<file path="config.mk">
export PLATFORM = sky130hd
export DESIGN_NAME = sea_obuf
export DESIGN_NICKNAME = d
export VERILOG_FILES = /design/src/sv/sea_pkg.sv /design/src/sv/sea_obuf.sv
export SDC_FILE = /design/constraint.sdc
export NUM_CORES = 1
export LEC_CHECK = 0
export BUFFER_PORTS_ARGS = -buffer_cell sky130_fd_sc_hd__buf_4
export CAP_MARGIN = 10
export CORE_ASPECT_RATIO = 0.7
export CORE_MARGIN = 4
export CORE_UTILIZATION = 53
export CTS_CLUSTER_SIZE = 24
export DETAILED_ROUTE_END_ITERATION = 8
export PLACE_DENSITY = 0.91
export REMOVE_ABC_BUFFERS = 1
export SLEW_MARGIN = 20
export SYNTH_ARGS = -nofsm -noshare
export SYNTH_HDL_FRONTEND = slang
export SYNTH_SLANG_ARGS = --single-unit
</file>
<file path="constraint.sdc">
create_clock -name i_clk -period 4.8 [get_ports i_clk]
set_clock_uncertainty 0.1 [all_clocks]
set_input_delay 0 -clock i_clk [delete_from_list [all_inputs] [get_ports i_clk]]
set_output_delay 0 -clock i_clk [all_outputs]
set_load 0.05 [all_outputs]
</file>
<file path="src/sv/sea_pkg.sv">
// Shared types and constants for the symbol entry allocator.
// Used by every module of the block; depends on nothing else.
`default_nettype none

package sea_pkg;

    localparam int OPCODE_W   = 2;
    localparam int VALUE_W    = 32;
    localparam int INDEX_W    = 10;
    localparam int STATUS_W   = 2;
    localparam int CFG_W      = 31;
    localparam int REF_W      = 32;
    localparam int APB_ADDR_W = 3;
    localparam int APB_DATA_W = 32;
    localparam int REG_IDX_W  = 1;

    localparam logic [REG_IDX_W-1:0] REG_FIRST_NT  = 1'b0;
    localparam logic [REG_IDX_W-1:0] REG_VALUE_MAX = 1'b1;

    localparam logic [CFG_W-1:0] FIRST_NT_RESET  = 31'd256;
    localparam logic [CFG_W-1:0] VALUE_MAX_RESET = 31'h7FFF_FFFF;

    typedef enum logic [OPCODE_W-1:0] {
        OP_ALLOC = 2'd0,
        OP_FREE  = 2'd1,
        OP_CLEAR = 2'd2,
        OP_NOP   = 2'd3
    } t_opcode;

    typedef enum logic [STATUS_W-1:0] {
        ST_OK        = 2'd0,
        ST_RANGE     = 2'd1,
        ST_EXHAUSTED = 2'd2,
        ST_NOTHING   = 2'd3
    } t_status;

    typedef struct packed {
        t_status              status;
        logic [INDEX_W-1:0]   entry_index;
    } t_result;

    typedef struct packed {
        logic link_rd;
        logic link_wr;
        logic ref_rd;
        logic ref_wr;
        logic ent_wr;
    } t_mem_ctl;

endpackage

`default_nettype wire

</file>
<file path="src/sv/sea_obuf.sv">
// Two-entry result buffer (output register plus skid register).
// Depends on sea_pkg.
`default_nettype none

module sea_obuf (
    input  wire logic              i_clk,
    input  wire logic              i_rst_n,
    input  wire logic              i_push,
    input  wire sea_pkg::t_result  i_result,
    input  wire logic              i_stall,
    output logic                   o_valid,
    output sea_pkg::t_result       o_result,
    output logic                   o_skid_full
);
    import sea_pkg::*;

    logic    r_out_vld;
    logic    r_skid_vld;
    t_result r_out;
    t_result r_skid;
    logic    pop;

    assign pop = r_out_vld && !i_stall;

    always_ff @(posedge i_clk) begin
        if (!i_rst_n) begin
            r_out_vld  <= 1'b0;
            r_skid_vld <= 1'b0;
        end else if (pop) begin
            if (r_skid_vld) begin
                r_out      <= r_skid;
                r_skid_vld <= 1'b0;
            end else if (i_push) begin
                r_out <= i_result;
            end else begin
                r_out_vld <= 1'b0;
            end
        end else if (i_push) begin
            if (!r_out_vld) begin
                r_out     <= i_result;
                r_out_vld <= 1'b1;
            end else begin
                r_skid     <= i_result;
                r_skid_vld <= 1'b1;
            end
        end
    end

    assign o_valid     = r_out_vld;
    assign o_result    = r_out;
    assign o_skid_full = r_skid_vld;

endmodule

`default_nettype wire

</file>
==> results.md <==
- Status: finished, final reports clean
- Period utilization: 0.389
- Max VDD drop: 251 µV
- Slew Viols, Final: 0
- WL final: 2360 µm
- Post-route ant nets: 0
- Hold crit path type: in2reg
- RSZ-0062 raised after global routing: false
- CP max FO: 12
- CTS sink cnt: 26
- Vias in the first global route: 687
- Sequential area share after synthesis: 0.746
- Worst-Margin Slew: 929 ps
- Die Y: 44.7 µm
- Synth area leaders: edfxtp_1 (71%), mux2_4 (15%), dfxtp_1 (3.9%)
- Core ar.: 1700 µm²
- TritonCTS clock tree: yes
- Reg clk slew, reported paths: 130 ps
- Final nets: 116
- Setup slack after layout: 2930 ps
- Fin util: 0.869
- Post-CTS Hold Buffers: 16
- First DRT Iteration DRCs: 21
- Switching Fraction: 0.220
- Hold EP: r_skid[0]
- TritonRoute pass-1 iters: 4
- Antenna diode count: 0
- Max Cap Viol: 0
- FF+latch count, synth: 26
- Flop pwr share: 0.544
- DR DRC count: 0
- IO Count: 30
- Most frequent cells in the layout: buf_4 (29), edfxtp_1 (24), dlygate4sd3_1 (16)
- Gr ovfl total: 0
- Vias per cell: 5.33
- Post-CTS setup buffers: 0
- Inserted Clock Buffers: 3
- F_max: 0.536 GHz
- GRT Total Usage: 0.206
- Routed len/inst: 19.7 µm
- Initial core utilization: 0.601
- DP Area: 1260 µm²
- Worst Hold Depth: 2
- Final Hold Viols: 0
- CP endpoint kind: register
- Startpoint types: register
- R2R Setup Slk: 2930 ps
- Largest net degree at the start of global routing: 16
- WS Path Type: reg2reg
- Cell area after synthesis: 1020 µm²
- Pint: 0.373 mW
- Total die area: 2700 µm²
- FP Rows: 12
- Die Wd: 60.4 µm
- CTS root buffer: clkbuf_4
- Yosys warnings: 0
- Cell taking the most area after synthesis: edfxtp_1
- Share of the synthesized area in the top cell type: 0.707
- Clk network pwr share: 0.312
- Switching power: 0.105 mW
- Layout cells sized above 1: 0.485
- CP Data Required Time: 4660 ps
- CP Data Arrival Time: 1720 ps
- Area Growth Syn to Fin: 44.7%
- Avg Inst Size Synth: 20.0 µm²
- Routability congestion estimate: 0.667
- Most common cell after layout, fill and taps aside: buf_4
- I/O Buffers: 29
- First-pass GRT wire length: 3790 µm
- Normalized max-slew margin: 0.378
- Comb pwr share: 0.144
- Post-route cell area: 1480 µm²
- Hold WS: 305 ps
- LEAKAGE: 0.630 nW
- Vias: 639
- Post-CTS resize count: 0
- Clock latency at the later pin of the worst-skew pair: 310 ps
- Longest Clk Path Bufs: 2
- H-tree depth: 1
- Final setup violation count: 0
- Initial antenna violation count: 0
- Final min period: 1870 ps
- R2R Path End: o_result[2]
- Cell depth of the worst flop-to-flop path: 2
- Reg-to-reg startpoint: o_valid
- Hold Path Origin: i_result[0]
- Setup TNS: 0 ps
- Pwr Density: 324 nW/µm²
- Worst slack, placed: 2980 ps
- Synth cell types: 13
- DP HPWL: 1260 µm
- Cells after synthesis: 51
[stage by stage]
step	cells	total power, mW
floorplan	50	0.297
global placement	100	0.319
detailed placement	100	0.320
CTS	120	0.476
global route	120	0.496
finish	120	0.478
[routing by layer]
metal  wire (µm)  vias to the layer above  global-route usage
li1            -                      296                   -
met1         966                      305               0.260
met2        1180                       34               0.345
met3         163                        4              0.0657
met4          48                        0              0.0563
met5           0                        -                   0
[kinds of logic after synthesis]
family,count (synthesis),share of synthesized area
AO/OA/AOI/OAI,4,0.0196
buffers and inverters,3,0.0184
multiplexers,12,0.169
AND/OR/NAND/NOR,6,0.0466
flip-flops,26,0.746
[registers in the layout, indices dropped and copies added, names as in the netlist]
name,count
o_result,12
r_skid,12
o_valid,1
o_skid_full,1
[critical path, stage by stage (launching register included)]
cell	delay [ps]
dfxtp_1	490
a21oi_1	150
nor3b_2	770
[power groups by stage]
stage / sequential [mW] / clock [mW] / combinational (mW)
after floorplan: 0.284 / 0 / 0.0138
after global placement: 0.264 / 0 / 0.0548
after detailed placement: 0.264 / 0 / 0.0561
after CTS: 0.259 / 0.150 / 0.0672
after global routing: 0.260 / 0.163 / 0.0729
final: 0.260 / 0.149 / 0.0689
[how the worst max path moves through the flow]
stage | startpoint | to | cells after the start | slack, ps
floorplan | o_valid | o_result[0] | 2 | 2450
global placement | o_valid | o_result[4] | 2 | 3070
detailed placement | o_valid | o_result[10] | 2 | 2980
CTS | o_valid | o_result[2] | 2 | 2960
finish | o_valid | o_result[2] | 2 | 2930
global route | o_valid | r_skid[8] | 2 | 2820
[synthesized netlist by cell type, drive strengths merged]
cell and count:
nor2b 1, mux2 12, o21ai 1, edfxtp 24, inv 2, buf 1, a21oi 3, dfxtp 2
nand2 1, nand3b 1, nor3b 1, nor3 2
[cell type report]
| class | count | area [µm²] |
|---|---|---|
| Clock buffer | 3 | 22.5 |
| Clock inverter | 1 | 30.0 |
| Fill cell | 70 | 221 |
| Inverter | 2 | 7.51 |
| Multi-Input combinational cell | 22 | 250 |
| Sequential cell | 26 | 761 |
| Tap cell | 21 | 26.3 |
| Timing Repair Buffer | 45 | 378 |
(Power assumes the default switching activity.)
