`config.mk`:
```
export PLATFORM = sky130hd
export DESIGN_NAME = sea_regs
export DESIGN_NICKNAME = d
export VERILOG_FILES = /design/src/sv/sea_pkg.sv /design/src/sv/sea_regs.sv
export SDC_FILE = /design/constraint.sdc
export NUM_CORES = 1
export LEC_CHECK = 0
export BUFFER_PORTS_ARGS = -buffer_cell sky130_fd_sc_hd__buf_2
export CORE_MARGIN = 3
export CORE_UTILIZATION = 45
export CTS_CLUSTER_DIAMETER = 150
export DETAILED_ROUTE_END_ITERATION = 8
export GPL_ROUTABILITY_DRIVEN = 0
export PLACE_DENSITY = 0.83
export SLEW_MARGIN = 20
export SYNTH_ARGS = -nofsm -noshare
export SYNTH_HDL_FRONTEND = slang
export SYNTH_SLANG_ARGS = --single-unit
```
`constraint.sdc`:
```
create_clock -name i_clk -period 2.45 [get_ports i_clk]
set_input_delay 0.49 -clock i_clk [delete_from_list [all_inputs] [get_ports i_clk]]
set_output_delay 0.49 -clock i_clk [all_outputs]
set_load 0.005 [all_outputs]
```
`src/sv/sea_pkg.sv`:
```
// Shared types and constants for the symbol entry allocator.
// Used by every module of the block; depends on nothing else.
`default_nettype none

package sea_pkg;

    localparam int OPCODE_W   = 2;
    localparam int VALUE_W    = 32;
    localparam int INDEX_W    = 10;
    localparam int STATUS_W   = 2;
    localparam int CFG_W      = 31;
    localparam int REF_W      = 32;
    localparam int APB_ADDR_W = 3;
    localparam int APB_DATA_W = 32;
    localparam int REG_IDX_W  = 1;

    localparam logic [REG_IDX_W-1:0] REG_FIRST_NT  = 1'b0;
    localparam logic [REG_IDX_W-1:0] REG_VALUE_MAX = 1'b1;

    localparam logic [CFG_W-1:0] FIRST_NT_RESET  = 31'd256;
    localparam logic [CFG_W-1:0] VALUE_MAX_RESET = 31'h7FFF_FFFF;

    typedef enum logic [OPCODE_W-1:0] {
        OP_ALLOC = 2'd0,
        OP_FREE  = 2'd1,
        OP_CLEAR = 2'd2,
        OP_NOP   = 2'd3
    } t_opcode;

    typedef enum logic [STATUS_W-1:0] {
        ST_OK        = 2'd0,
        ST_RANGE     = 2'd1,
        ST_EXHAUSTED = 2'd2,
        ST_NOTHING   = 2'd3
    } t_status;

    typedef struct packed {
        t_status              status;
        logic [INDEX_W-1:0]   entry_index;
    } t_result;

    typedef struct packed {
        logic link_rd;
        logic link_wr;
        logic ref_rd;
        logic ref_wr;
        logic ent_wr;
    } t_mem_ctl;

endpackage

`default_nettype wire

```
`src/sv/sea_regs.sv`:
```
// Configuration registers of the allocator behind an APB-style port.
// Depends on sea_pkg.
`default_nettype none

module sea_regs (
    input  wire logic                             i_clk,
    input  wire logic                             i_rst_n,
    input  wire logic                             psel,
    input  wire logic                             penable,
    input  wire logic                             pwrite,
    input  wire logic [sea_pkg::APB_ADDR_W-1:0]   paddr,
    input  wire logic [sea_pkg::APB_DATA_W-1:0]   pwdata,
    output logic      [sea_pkg::APB_DATA_W-1:0]   prdata,
    output logic                                  pready,
    output logic      [sea_pkg::CFG_W-1:0]        o_first_nt,
    output logic      [sea_pkg::CFG_W-1:0]        o_value_max
);
    import sea_pkg::*;

    logic [CFG_W-1:0]     r_first_nt;
    logic [CFG_W-1:0]     r_value_max;
    logic [REG_IDX_W-1:0] reg_idx;
    logic                 wr_en;

    assign pready  = 1'b1;
    assign reg_idx = paddr[APB_ADDR_W-1 -: REG_IDX_W];
    assign wr_en   = psel && penable && pwrite && pready;

    always_ff @(posedge i_clk) begin
        if (!i_rst_n) begin
            r_first_nt  <= FIRST_NT_RESET;
            r_value_max <= VALUE_MAX_RESET;
        end else if (wr_en) begin
            unique case (reg_idx)
                REG_FIRST_NT:  r_first_nt  <= pwdata[CFG_W-1:0];
                REG_VALUE_MAX: r_value_max <= pwdata[CFG_W-1:0];
                default: ;
            endcase
        end
    end

    always_comb begin
        unique case (reg_idx)
            REG_FIRST_NT:  prdata = APB_DATA_W'(r_first_nt);
            REG_VALUE_MAX: prdata = APB_DATA_W'(r_value_max);
            default:       prdata = '0;
        endcase
    end

    assign o_first_nt  = r_first_nt;
    assign o_value_max = r_value_max;

endmodule

`default_nettype wire

```
==> impl_metrics.toml, run 1 <==
[logic_synthesis]
synth_xor_area_share_pct = 0
syn_area_per_cell_um2 = 9.900
synth.area.mux_share_pct = 31.70
synth_fa_ha_area_share_pct = 0
synth_area_um2 = 3059
synth_fp_nets = 349
synth_compound_area_share_pct = 0
ys_types = 13
synth_area_leaders = "dfxtp_1 41%, mux2i_1 20%, nor2b_1 13%"
synthCells = 309
seq_area_frac_synth_pct = 40.57
synth_top_family_by_area = "multiplexers"
synth_top_area_share_pct = 40.57
synthSimpleGateAreaFrac_pct = 20.86
synth_seq_cells = 62
synth_top_area_cell = "dfxtp_1"
yosysWarnings = 0

[cts]
numCtsBuffers = 9
clkLatencyLatePin_ns = 0.32
cts_num_sinks = 62
cts_tree = "done"
postCtsSetupRepairBufs = 0
cts_max_level = 3
cts_resized = 0
ctsHoldBuffers = 0
path_clk_slew_ns = 0.06
cts_root_buffer = "clkbuf_8"
clock_path_buffers = 2

[global_route]
antenna_found_initial = 0
grt_max_degree = 68
grt_use_total_pct = 16.71
grt-ovfl-total = 0
grt_pass1_wl_um = 10290
grt_pass1_vias = 2283

[sta]
timing.fmax_mhz = 499.4
final_hold_viol_count = 0
finalCritPeriodShare_pct = 81.73
fin_skew_ns = 0
hold_ws_ns = 0.4155
slew_viol_final = 0
tns_ns = 0
rsz0062_at_grt = "no"
layout_min_cycle_time_ns = 2.002
setup_violations = 0

[drt]
highest_layer = "met4"
drt-initial-drc-count = 48
dr.pass1.iters = 4
drc = 0
drtAntennaViolNets = 0
routed_wl_um = 6673
wl_met1_um = 2903
routed-wl-met3_um = 404
dr_wl_met2_um = 3263
post_drt_via_cell_ratio = 4.772
via_count = 2424
wl_per_cell_um = 13.14

[final_layout]
final_common_cell = "buf_2"
design_area_um2 = 3856
antenna_cells = 0
final_cell_mix = "129 x buf_2, 63 x nor2b_1, 62 x mux2i_1, 62 x dfxtp_1, 60 x nand2_1"
drive_above_1_share_pct = 41.53
synthToLayoutAreaGrowth_pct = 26.05
nNetsFinal = 467
final_cells = 508

[critical_path]
cp.arrival_ns = 1.51
crit_slowest_cell = "mux2_2"
path_cells = "buf_2, buf_12, mux2_2, buf_2"
crit_fanout = 20
crit_path_max_incr_delay_ns = 0.35
crit_path_end_kind = "primary output"
cp_common_cell = "buf_2"
criticalPathCategory = "in2out"
worst_setup_path_start_kind = "primary input"
critPathRequiredTime_ns = 1.96

[die]
initial_core_util_pct = 47.37
die_h_um = 88.45
die_width_um = 88.45
core_area_um2 = 6459
fp-row-count = 29
io_pins = 135
die_area_um2 = 7823

[power_and_ir_drop]
p_sw_share_pct = 23.47
internal_power_uw = 1594
seq_power_share_pct = 50.3
clkPwrFrac_pct = 37.0
switching_power_uw = 488.9
cellPowerDensity_nw_per_um2 = 540.3
power.share.combinational_pct = 12.8
ir_drop_uv = 363.6
cellLeakagePower_uw = 0.001590

[placement]
hpwl_um = 4788
dpl.cell_count = 493
dpl-instance-area_um2 = 3689
port_buffers = 129

[job]
drv_cap = 0

[min_path]
worstHoldPathType = "in2reg"

[run_status]
status = "finished, final reports clean"
path summary, 6_finish.rpt:
path,cells after the start,endpoint,from,slack (ns)
max reg2reg,2,o_value_max[6]$_SDFFE_PN1P_,o_value_max[6]$_SDFFE_PN1P_,1.81
min,3,o_first_nt[14]$_SDFFE_PN0P_,pwdata[14],0.42
min reg2reg,2,o_first_nt[5]$_SDFFE_PN0P_,o_first_nt[5]$_SDFFE_PN0P_,0.47
max,4,prdata[28],paddr[2],0.45
cell usage after synthesis:
| cell | count |
|---|---|
| nor2b_1 | 63 |
| buf_12 | 3 |
| buf_4 | 4 |
| clkbuf_1 | 10 |
| mux2_2 | 31 |
| and4b_1 | 1 |
| conb_1 | 2 |
| buf_2 | 6 |
| nand2_1 | 60 |
| buf_6 | 4 |
| and4_1 | 1 |
| dfxtp_1 | 62 |
| mux2i_1 | 62 |
critical path: cells and delay by family:
kind                   cells  cell delay, ns
muxes                      1            0.35
buffers and inverters      3            0.65
per-stage QoR:
stage / utilization, % / setup slack, ns / power (µW)
floorplan: - / 0.8149 / 1233
global placement: 57.11 / 0.4636 / 1329
detailed placement: 57.11 / 0.4311 / 1339
CTS: 59.71 / 0.4357 / 2121
global route: 59.71 / 0.4039 / 2192
finish: 59.71 / 0.4476 / 2083
cell type report:
type,instances,area (µm²)
Fill cell,566,2603
Sequential cell,62,1241
Clock buffer,14,162.7
Tap cell,77,96.34
Clock inverter,1,5.005
Timing Repair Buffer,134,733.2
Multi-Input combinational cell,220,1618
logic make-up (layout without fill, tap and decap cells):
family	count (synthesis)	in the layout
other cells	2	2
mux	93	93
flops	62	62
simple gates	125	125
buf+inv	27	149
registers in the layout (all words and copies together) (netlist names):
signal and cells:
o_first_nt 31, o_value_max 31
per-layer routing:
metal,GRT usage (%),vias up
met2,28.76,82
met3,3.911,10
li1,-,1249
met1,19.74,1083
met5,0,-
met4,7.555,0
power by group through the flow:
stage,Combinational [µW],Clock (µW),Sequential [µW]
after global routing,296,848,1050
after global placement,262,0,1070
after CTS,270,804,1050
final,266,770,1050
after detailed placement,269,0,1070
after floorplan,164,0,1070
No activity file was read; power rests on OpenSTA's default activity.
==> run 2: changes to the inputs <==
clock period = 2.1 ns   (was 2.45 ns; I/O delays follow)
==> impl_metrics.toml, run 2 (same netlist as run 1, synthesis figures left out) <==
[cts]
clock_path_buffers = 2
clkLatencyLatePin_ns = 0.32
path_clk_slew_ns = 0.07
cts_root_buffer = "clkbuf_8"
numCtsBuffers = 9
cts_num_sinks = 62
cts_max_level = 3
postCtsSetupRepairBufs = 0
cts_resized = 0
cts_tree = "done"
ctsHoldBuffers = 0

[global_route]
grt-ovfl-total = 0
grt_pass1_wl_um = 10400
grt_use_total_pct = 16.83
grt_pass1_vias = 2314
antenna_found_initial = 0
grt_max_degree = 63

[die]
fp-row-count = 29
initial_core_util_pct = 47.37
die_h_um = 88.45
die_area_um2 = 7823
core_area_um2 = 6459
io_pins = 135
die_width_um = 88.45

[min_path]
worstHoldPathType = "in2reg"
min_to = "o_first_nt[2]$_SDFFE_PN0P_"
holdPathStages = 3
min_from = "pwdata[2]"

[placement]
port_buffers = 129
dpl-instance-area_um2 = 3701
hpwl_um = 4641
pre_cts_ws_ns = 0.4456

[critical_path]
worst_setup_path_start_kind = "primary input"
cp_common_cell = "buf_2"
criticalPathCategory = "in2out"
critPathRequiredTime_ns = 1.68
r2r_setup_slack_ns = 1.45
crit_family = "buffers and inverters"
crit_fanout = 33
crit_path_end_kind = "primary output"
rr_startpoint = "o_value_max[1]$_SDFFE_PN1P_"
crit_path_max_incr_delay_ns = 0.37
crit_slowest_cell = "mux2_2"
r2r-end = "o_value_max[1]$_SDFFE_PN1P_"
path_cells = "buf_2, buf_12, mux2_2, buf_2"
cp_num_buf_inv = 3
cp.arrival_ns = 1.23
worstRegToRegCells = 2

[drt]
post_drt_via_cell_ratio = 4.884
wl_per_cell_um = 13.04
routed_wl_um = 6636
drtAntennaViolNets = 0
drc = 0
dr.pass1.iters = 4
via_count = 2486
drt-initial-drc-count = 74

[final_layout]
design_area_um2 = 3935
final_common_cell = "buf_2"
drive_above_1_share_pct = 42.13
synthToLayoutAreaGrowth_pct = 28.63
antenna_cells = 0
final_cell_mix = "129 x buf_2, 63 x nor2b_1, 62 x mux2i_1, 62 x dfxtp_1, 60 x nand2_1"
nNetsFinal = 467

[sta]
rsz0062_at_grt = "no"
hold_ws_ns = 0.3451
layout_min_cycle_time_ns = 1.653
timing.fmax_mhz = 604.9
slew_viol_final = 0
finalWorstSetupSlack_ns = 0.4469
setup_violations = 0
fin_skew_ns = 0
finalCritPeriodShare_pct = 78.72
tns_ns = 0
final_hold_viol_count = 0

[job]
drv_cap = 0

[power_and_ir_drop]
ir_drop_uv = 339.9
cellPowerDensity_nw_per_um2 = 697.7
total_power_uw = 2746
cellLeakagePower_uw = 0.001628

[run_status]
status = "finished, final reports clean"
==> run 2: worst reg2reg max path: cells and delay by family (launching register included) <==
kind / cells / cell delay (ns)
muxes: 1 / 0.08
and+or+nand+nor: 1 / 0.13
DFF: 1 / 0.33
==> run 2: per-layer routing <==
layer	global-route usage (%)	vias to the layer above	part of all wire [%]
met3	3.631	7	6.0
met5	0	-	0
met1	19.91	1149	45
li1	-	1254	-
met2	29.64	76	48
met4	6.593	0	1.1
==> run 2: area by class of cell <==
cell class / count / area, µm²
fill: 542 / 2524
multi-input combinational: 220 / 1618
sequential: 62 / 1241
timing repair buffer: 134 / 745.7
clock buffer: 13 / 168.9
tap: 77 / 96.34
clock inverter: 3 / 65.06
==> run 2: worst max-delay path by stage <==
| stage | slack [ns] | startpoint | end | cells past startpoint |
|---|---|---|---|---|
| final | 0.45 | paddr[2] | prdata[16] | 4 |
| after global routing | 0.42 | paddr[2] | prdata[16] | 4 |
| after CTS | 0.44 | paddr[2] | prdata[30] | 4 |
| after detailed placement | 0.45 | paddr[2] | prdata[30] | 4 |
| after global placement | 0.46 | paddr[2] | prdata[30] | 4 |
| after floorplan | 0.60 | paddr[2] | prdata[0] | 3 |
==> run 2: report_power, final <==
part	switching [µW]	total, µW	internal, µW	leakage, µW
clock network	445	1210	765	0.000120
logic	140	314	174	0.00101
registers	18.8	1220	1200	0.000503
==> run 2: metrics by stage <==
step                      cells  util [%]
final                       509     60.93
after global routing        509     60.93
after CTS                   509     60.93
after detailed placement    493     57.30
after global placement      493     57.30
after floorplan             309         -
