`src/sv/sea_pkg.sv`:
```
// Shared types and constants for the symbol entry allocator.
// Used by every module of the block; depends on nothing else.
`default_nettype none

package sea_pkg;

    localparam int OPCODE_W   = 2;
    localparam int VALUE_W    = 32;
    localparam int INDEX_W    = 10;
    localparam int STATUS_W   = 2;
    localparam int CFG_W      = 31;
    localparam int REF_W      = 32;
    localparam int APB_ADDR_W = 3;
    localparam int APB_DATA_W = 32;
    localparam int REG_IDX_W  = 1;

    localparam logic [REG_IDX_W-1:0] REG_FIRST_NT  = 1'b0;
    localparam logic [REG_IDX_W-1:0] REG_VALUE_MAX = 1'b1;

    localparam logic [CFG_W-1:0] FIRST_NT_RESET  = 31'd256;
    localparam logic [CFG_W-1:0] VALUE_MAX_RESET = 31'h7FFF_FFFF;

    typedef enum logic [OPCODE_W-1:0] {
        OP_ALLOC = 2'd0,
        OP_FREE  = 2'd1,
        OP_CLEAR = 2'd2,
        OP_NOP   = 2'd3
    } t_opcode;

    typedef enum logic [STATUS_W-1:0] {
        ST_OK        = 2'd0,
        ST_RANGE     = 2'd1,
        ST_EXHAUSTED = 2'd2,
        ST_NOTHING   = 2'd3
    } t_status;

    typedef struct packed {
        t_status              status;
        logic [INDEX_W-1:0]   entry_index;
    } t_result;

    typedef struct packed {
        logic link_rd;
        logic link_wr;
        logic ref_rd;
        logic ref_wr;
        logic ent_wr;
    } t_mem_ctl;

endpackage

`default_nettype wire

```
`src/sv/sea_ctrl.sv`:
```
// Allocation sequencer: range checks, free list head, bump pointer and
// rule refcount update. Depends on sea_pkg; drives sea_store.
`default_nettype none

module sea_ctrl #(
    parameter int NUM_ENTRIES = 1024,
    parameter int VALUE_BITS  = 32
) (
    input  wire logic                              i_clk,
    input  wire logic                              i_rst_n,
    input  wire logic [sea_pkg::CFG_W-1:0]         i_first_nt,
    input  wire logic [sea_pkg::CFG_W-1:0]         i_value_max,
    input  wire logic                              i_go,
    input  wire logic [sea_pkg::OPCODE_W-1:0]      i_opcode,
    input  wire logic [sea_pkg::VALUE_W-1:0]       i_symbol_value,
    input  wire logic                              i_rule_given,
    input  wire logic [sea_pkg::INDEX_W-1:0]       i_rule_index,
    input  wire logic                              i_free_given,
    input  wire logic [sea_pkg::INDEX_W-1:0]       i_free_index,
    output logic                                   o_busy,
    output sea_pkg::t_result                       o_result,
    output sea_pkg::t_mem_ctl                      o_ctl,
    output logic      [$clog2(NUM_ENTRIES)-1:0]    o_link_raddr,
    output logic      [$clog2(NUM_ENTRIES)-1:0]    o_link_waddr,
    output logic      [$clog2(NUM_ENTRIES):0]      o_link_wdata,
    input  wire logic [$clog2(NUM_ENTRIES):0]      i_link_rdata,
    output logic      [$clog2(NUM_ENTRIES)-1:0]    o_ref_raddr,
    output logic      [$clog2(NUM_ENTRIES)-1:0]    o_ref_waddr,
    output logic      [sea_pkg::REF_W-1:0]         o_ref_wdata,
    input  wire logic [sea_pkg::REF_W-1:0]         i_ref_rdata,
    output logic      [$clog2(NUM_ENTRIES)-1:0]    o_ent_addr,
    output logic      [VALUE_BITS-1:0]             o_ent_value,
    output logic      [$clog2(NUM_ENTRIES):0]      o_ent_rule
);
    import sea_pkg::*;

    localparam int IW = $clog2(NUM_ENTRIES);
    localparam int PW = IW + 1;
    localparam logic [PW-1:0]      NULL_PTR  = PW'(NUM_ENTRIES);
    localparam logic [VALUE_W-1:0] VALUE_CAP = VALUE_W'((64'd1 << (VALUE_BITS - 1)) - 64'd1);

    typedef enum logic {
        S_IDLE,
        S_FIN
    } t_state;

    t_state        r_state;
    logic [PW-1:0] r_free_head;
    logic [PW-1:0] r_used;
    logic          r_pop;
    logic          r_inc;
    logic [IW-1:0] r_rule;
    logic          r_took;
    logic [IW-1:0] r_slot;

    t_opcode       op;
    logic          is_neg;
    logic          is_term;
    logic          is_nonterm;
    logic          head_ok;
    logic          room;
    logic [IW-1:0] slot;
    logic [IW-1:0] rule_addr;
    logic          rule_hit;
    logic [IW-1:0] free_addr;
    logic          free_ok;
    logic          alloc_ok;
    logic [PW-1:0] link_next;
    logic [REF_W-1:0] ref_inc;

    always_comb begin
        op         = t_opcode'(i_opcode);
        is_neg     = i_symbol_value[VALUE_W-1];
        is_term    = !is_neg && (i_symbol_value[CFG_W-1:0] < i_first_nt);
        is_nonterm = !is_neg && !is_term
                     && (i_symbol_value[CFG_W-1:0] <= i_value_max)
                     && (i_symbol_value <= VALUE_CAP);
        head_ok    = r_free_head < NULL_PTR;
        room       = r_used < NULL_PTR;
        slot       = head_ok ? r_free_head[IW-1:0] : r_used[IW-1:0];
        rule_addr  = IW'(i_rule_index);
        rule_hit   = is_nonterm && i_rule_given
                     && (32'(i_rule_index) < 32'(NUM_ENTRIES));
        free_addr  = IW'(i_free_index);
        free_ok    = i_free_given && (32'(i_free_index) < 32'(NUM_ENTRIES));
        alloc_ok   = i_go && (op == OP_ALLOC) && (is_term || is_nonterm)
                     && (head_ok || room);
        link_next  = (i_link_rdata > NULL_PTR) ? NULL_PTR : i_link_rdata;
        ref_inc    = (i_ref_rdata == '1) ? i_ref_rdata : i_ref_rdata + REF_W'(1);
    end

    always_comb begin
        o_result.entry_index = '0;
        unique case (op)
            OP_ALLOC: begin
                if (!(is_term || is_nonterm)) begin
                    o_result.status = ST_RANGE;
                end else if (!(head_ok || room)) begin
                    o_result.status = ST_EXHAUSTED;
                end else begin
                    o_result.status      = ST_OK;
                    o_result.entry_index = INDEX_W'(slot);
                end
            end
            OP_FREE:  o_result.status = free_ok ? ST_OK : ST_NOTHING;
            OP_CLEAR: o_result.status = ST_OK;
            OP_NOP:   o_result.status = ST_NOTHING;
            default:  o_result.status = ST_NOTHING;
        endcase
    end

    always_comb begin
        o_ctl.link_rd = alloc_ok && head_ok;
        o_ctl.link_wr = (i_go && (op == OP_FREE) && free_ok)
                        || ((r_state == S_FIN) && r_took);
        o_ctl.ref_rd  = alloc_ok && rule_hit;
        o_ctl.ref_wr  = alloc_ok || ((r_state == S_FIN) && r_inc);
        o_ctl.ent_wr  = alloc_ok;
        o_link_raddr  = r_free_head[IW-1:0];
        o_link_waddr  = (r_state == S_FIN) ? r_slot : free_addr;
        o_link_wdata  = (r_state == S_FIN) ? NULL_PTR : r_free_head;
        o_ref_raddr   = rule_addr;
        o_ref_waddr   = (r_state == S_FIN) ? r_rule : slot;
        o_ref_wdata   = (r_state == S_FIN) ? ref_inc : '0;
        o_ent_addr    = slot;
        o_ent_value   = VALUE_BITS'(i_symbol_value);
        o_ent_rule    = rule_hit ? {1'b0, rule_addr} : NULL_PTR;
    end

    always_ff @(posedge i_clk) begin
        if (!i_rst_n) begin
            r_state     <= S_IDLE;
            r_free_head <= NULL_PTR;
            r_used      <= '0;
            r_pop       <= 1'b0;
            r_inc       <= 1'b0;
            r_took      <= 1'b0;
        end else begin
            unique case (r_state)
                S_IDLE: begin
                    if (i_go) begin
                        unique case (op)
                            OP_ALLOC: begin
                                r_state <= S_FIN;
                                r_pop   <= alloc_ok && head_ok;
                                r_inc   <= alloc_ok && rule_hit && (rule_addr != slot);
                                r_rule  <= rule_addr;
                                r_took  <= alloc_ok;
                                r_slot  <= slot;
                                if (alloc_ok && !head_ok) begin
                                    r_used <= r_used + PW'(1);
                                end
                            end
                            OP_FREE: begin
                                if (free_ok) begin
                                    r_free_head <= {1'b0, free_addr};
                                end
                            end
                            OP_CLEAR: begin
                                r_free_head <= NULL_PTR;
                                r_used      <= '0;
                            end
                            OP_NOP: ;
                            default: ;
                        endcase
                    end
                end
                S_FIN: begin
                    r_state <= S_IDLE;
                    if (r_pop) begin
                        r_free_head <= link_next;
                    end
                end
                default: r_state <= S_IDLE;
            endcase
        end
    end

    assign o_busy = (r_state == S_FIN);

endmodule

`default_nettype wire

```
`config.mk`:
```
export PLATFORM = sky130hd
export DESIGN_NAME = sea_ctrl
export DESIGN_NICKNAME = d
export VERILOG_FILES = /design/src/sv/sea_pkg.sv /design/src/sv/sea_ctrl.sv
export SDC_FILE = /design/constraint.sdc
export NUM_CORES = 1
export LEC_CHECK = 0
export BUFFER_PORTS_ARGS = -buffer_cell sky130_fd_sc_hd__buf_2
export CORE_AREA = 3 3 121 123
export DETAILED_ROUTE_END_ITERATION = 8
export DIE_AREA = 0 0 124 126
export GPL_ROUTABILITY_DRIVEN = 0
export GPL_TIMING_DRIVEN = 0
export HOLD_SLACK_MARGIN = 0.06
export PLACE_DENSITY = 0.74
export SLEW_MARGIN = 20
export SYNTH_ARGS = -nofsm -noshare
export SYNTH_HDL_FRONTEND = slang
export SYNTH_SLANG_ARGS = --single-unit
```
`constraint.sdc`:
```
create_clock -name i_clk -period 4.1 [get_ports i_clk]
set_input_delay 0.615 -clock i_clk [delete_from_list [all_inputs] [get_ports i_clk]]
set_output_delay 0.615 -clock i_clk [all_outputs]
set_load 0.05 [all_outputs]
```
==> results.yml <==
final_layout:
  fin_cells: 1217
  layout.nets: 1267
  final_cell_area_um2: 7560
  layout-drive-gt1-share_pct: 40.7
  final_core_util_pct: 54.9
  multi_input_area_um2: 3660
  area_delta_synth_final_pct: 36.4
  seqCellArea_um2: 1120
  nFillCells: 1340
  diodes: 0
floorplan:
  initial_core_util_pct: 40.2
  die_h_um: 126
  dieWidth_um: 124
  boundaryPins: 318
  std_cell_rows: 43
  dieArea_um2: 15600
  coreArea_um2: 13800
sta:
  slew_viol_final: 0
  rsz0062_at_grt: "no"
  final-hold-violation-count: 0
  timing.final.crit_period_ns: 3.88
  setup_viol: 0
  fin_crit_sh_pct: 94.5
  worst_pin_slew_ns: 0.622
  fin_skew_ns: 0.00680
  timing.max_slew.rel_slack_pct: 58.6
  setup_ws_ns: 0.223
  fmax_ghz: 0.258
place:
  place_area_um2: 7370
  pre_cts_ws_ns: -0.434
  hpwl_mm: 15.3
  port-buffer-count: 316
  dpl.cell_count: 1208
setup_path:
  worstPathRequired_ns: 3.48
  arrival_ns: 3.26
  cp-end-kind: "output port"
  critPathKind: "in -> out"
  crit_path_start_kind: "primary input"
  cp_max_fo: 8
pwr:
  clkPwrFrac_pct: 24.2
  p_int_uw: 977
  p_comb_share_pct: 44.7
  peakVddDrop_mv: 0.189
  switching_share_pct: 40.1
  p_sw_uw: 654
  p_leak_uw: 0.00406
  power.density_nw_per_um2: 216
  seqPwrFrac_pct: 31.1
  p_total_uw: 1630
yosys:
  ys_ff_latch: 46
  synth_most_common_cell: "inv_1"
  synth_area_per_cell_um2: 7.79
  synthFlopType: "dfxtp_1"
  ys_async_sr_fraction_pct: 0
  yosys-mux-area-fraction_pct: 7.77
  synth_fa_ha_area_share_pct: 15.1
  yosys_warnings: 0
  syn_nets: 942
  synth_cell_type_count: 54
  synth_edf_count: 20
  netlist_area_um2: 5540
  seq_area_frac_synth_pct: 20.2
  netlist_top_cells_area: "ha_1, edfxtp_1, dfxtp_1"
  synth_compound_area_share_pct: 12.7
  synth_top_area_share_pct: 15.1
  yosys-top-cells-count: "inv_1, ha_1, buf_4"
  synth_top_area_cell: "ha_1"
  synth-simple-area-share_pct: 24.0
  synthXorXnorAreaFrac_pct: 5.53
  synth_top_family_by_area: "simple AND/OR/NAND/NOR gates"
  syn_inst: 711
route:
  drc: 0
  avgViaCountPerCell: 4.89
  highest_layer: "met5"
  wl_met3_mm: 1.21
  wl_met1_mm: 7.53
  postRouteAntennaNets: 0
  routed-via-count: 5957
  route.met2.wl_mm: 8.86
  drt_iter0_drc: 334
  firstDrtPassIters: 7
  wl_per_cell_um: 14.8
  wl_mm: 18.0
clocking:
  clk_pin_slew_ns: 0.06
  clk_latency_ns: 0.29
  htree_num_levels: 2
  ctsHoldBuffers: 0
  ctsRootBufferMaster: "clkbuf_16"
  cts_buffer_depth: 2
  cts_buffers: 5
  cts_tree: "yes"
  cts.sinks: 46
global_route:
  overflow: 0
  grt_pass1_wl_mm: 27.1
  first_global_vias: 5496
  grt_max_degree: 14
  groute.usage.overall_pct: 21.6
  antenna_found_initial: 2
worst_hold_path:
  min-delay-path-class: "reg -> reg"
run:
  max-cap-violations: 0
outcome:
  status: "finished clean"
==> worst max-delay path: stages <==
cell and delay, ns:
buf_2 0.13, and4_4 0.24, nand4_4 0.12, or4_4 0.52, a2111o_1 0.49, or3_4 0.40, or3_1 0.31, a21boi_1 0.16
buf_2 0.28
==> final cells by class <==
| class | count | share of cell area (%) |
|---|---|---|
| multi-input cells | 503 | 48.4 |
| inverters | 88 | 4.37 |
| repair buffers | 318 | 21.3 |
| well taps | 180 | 2.98 |
| plain buffers | 74 | 6.34 |
| flip-flops and latches | 46 | 14.8 |
| clock buffers | 8 | 1.80 |
==> power groups by stage <==
stage / clock network, µW / registers (µW) / logic (µW)
6_report: 394 / 507 / 729
5_1_grt: 418 / 508 / 792
4_1_cts: 394 / 506 / 729
3_5_place_dp: 0 / 516 / 721
3_3_place_gp: 0 / 516 / 711
2_1_floorplan: 0 / 510 / 497
==> metrics by stage <==
| stage | TNS, ns | hold WS [ns] |
|---|---|---|
| after floorplan | 0 | 0.437 |
| after global placement | -5.77 | 0.445 |
| after detailed placement | -5.06 | 0.448 |
| after CTS | 0 | 0.456 |
| after global routing | 0 | 0.481 |
| final | 0 | 0.453 |
==> placed cells by master, fill, tap and decap left out, types with 25 or more instances in the layout <==
master	netlist	layout
buf_4	53	54
nand2_1	43	43
nor2_1	45	43
ha_1	67	67
xnor2_1	25	25
nand3_1	34	34
and2_1	35	35
dfxtp_1	26	26
buf_2	0	315
inv_1	88	88
a21oi_1	39	39
==> metal layers <==
layer / up-vias / GRT usage (%)
met3: 34 / 3.50
met5: - / 0
met1: 2648 / 27.5
met4: 4 / 6.64
li1: 3065 / -
met2: 206 / 37.2
==> sequential cells by signal, summed over array words and instances (netlist names) <==
register     count
o_busy           1
r_free_head     11
r_inc            1
r_pop            1
r_rule          10
r_slot          10
r_took           1
r_used          11
==> kinds of logic (layout without fill, tap and decap cells) <==
| family | after synthesis | after routing |
|---|---|---|
| simple gates | 249 | 249 |
| buf+inv | 162 | 488 |
| compound gates | 112 | 112 |
| fa+ha+maj | 67 | 67 |
| flops | 46 | 46 |
| mux | 40 | 40 |
| xor+xnor | 35 | 35 |
==> timing repair <==
action / in CTS / in global routing
setup buffers: 1 / 0
gates resized for setup: 6 / 7
pin swaps: 0 / 1
endpoints found under the setup margin: 25 / 29
gates cloned: 0 / 0
==> final timing paths <==
check | startpoint | end | slack, ns | cells past startpoint
worst min-delay path | r_inc | r_inc | 0.45 | 2
worst max-delay path | i_ref_rdata[6] | o_ref_wdata[29] | 0.22 | 9
worst max register to register | r_free_head[10] | r_inc | 1.40 | 8
worst min register to register | r_inc | r_inc | 0.45 | 2
Power figures use the tool's default switching activity.
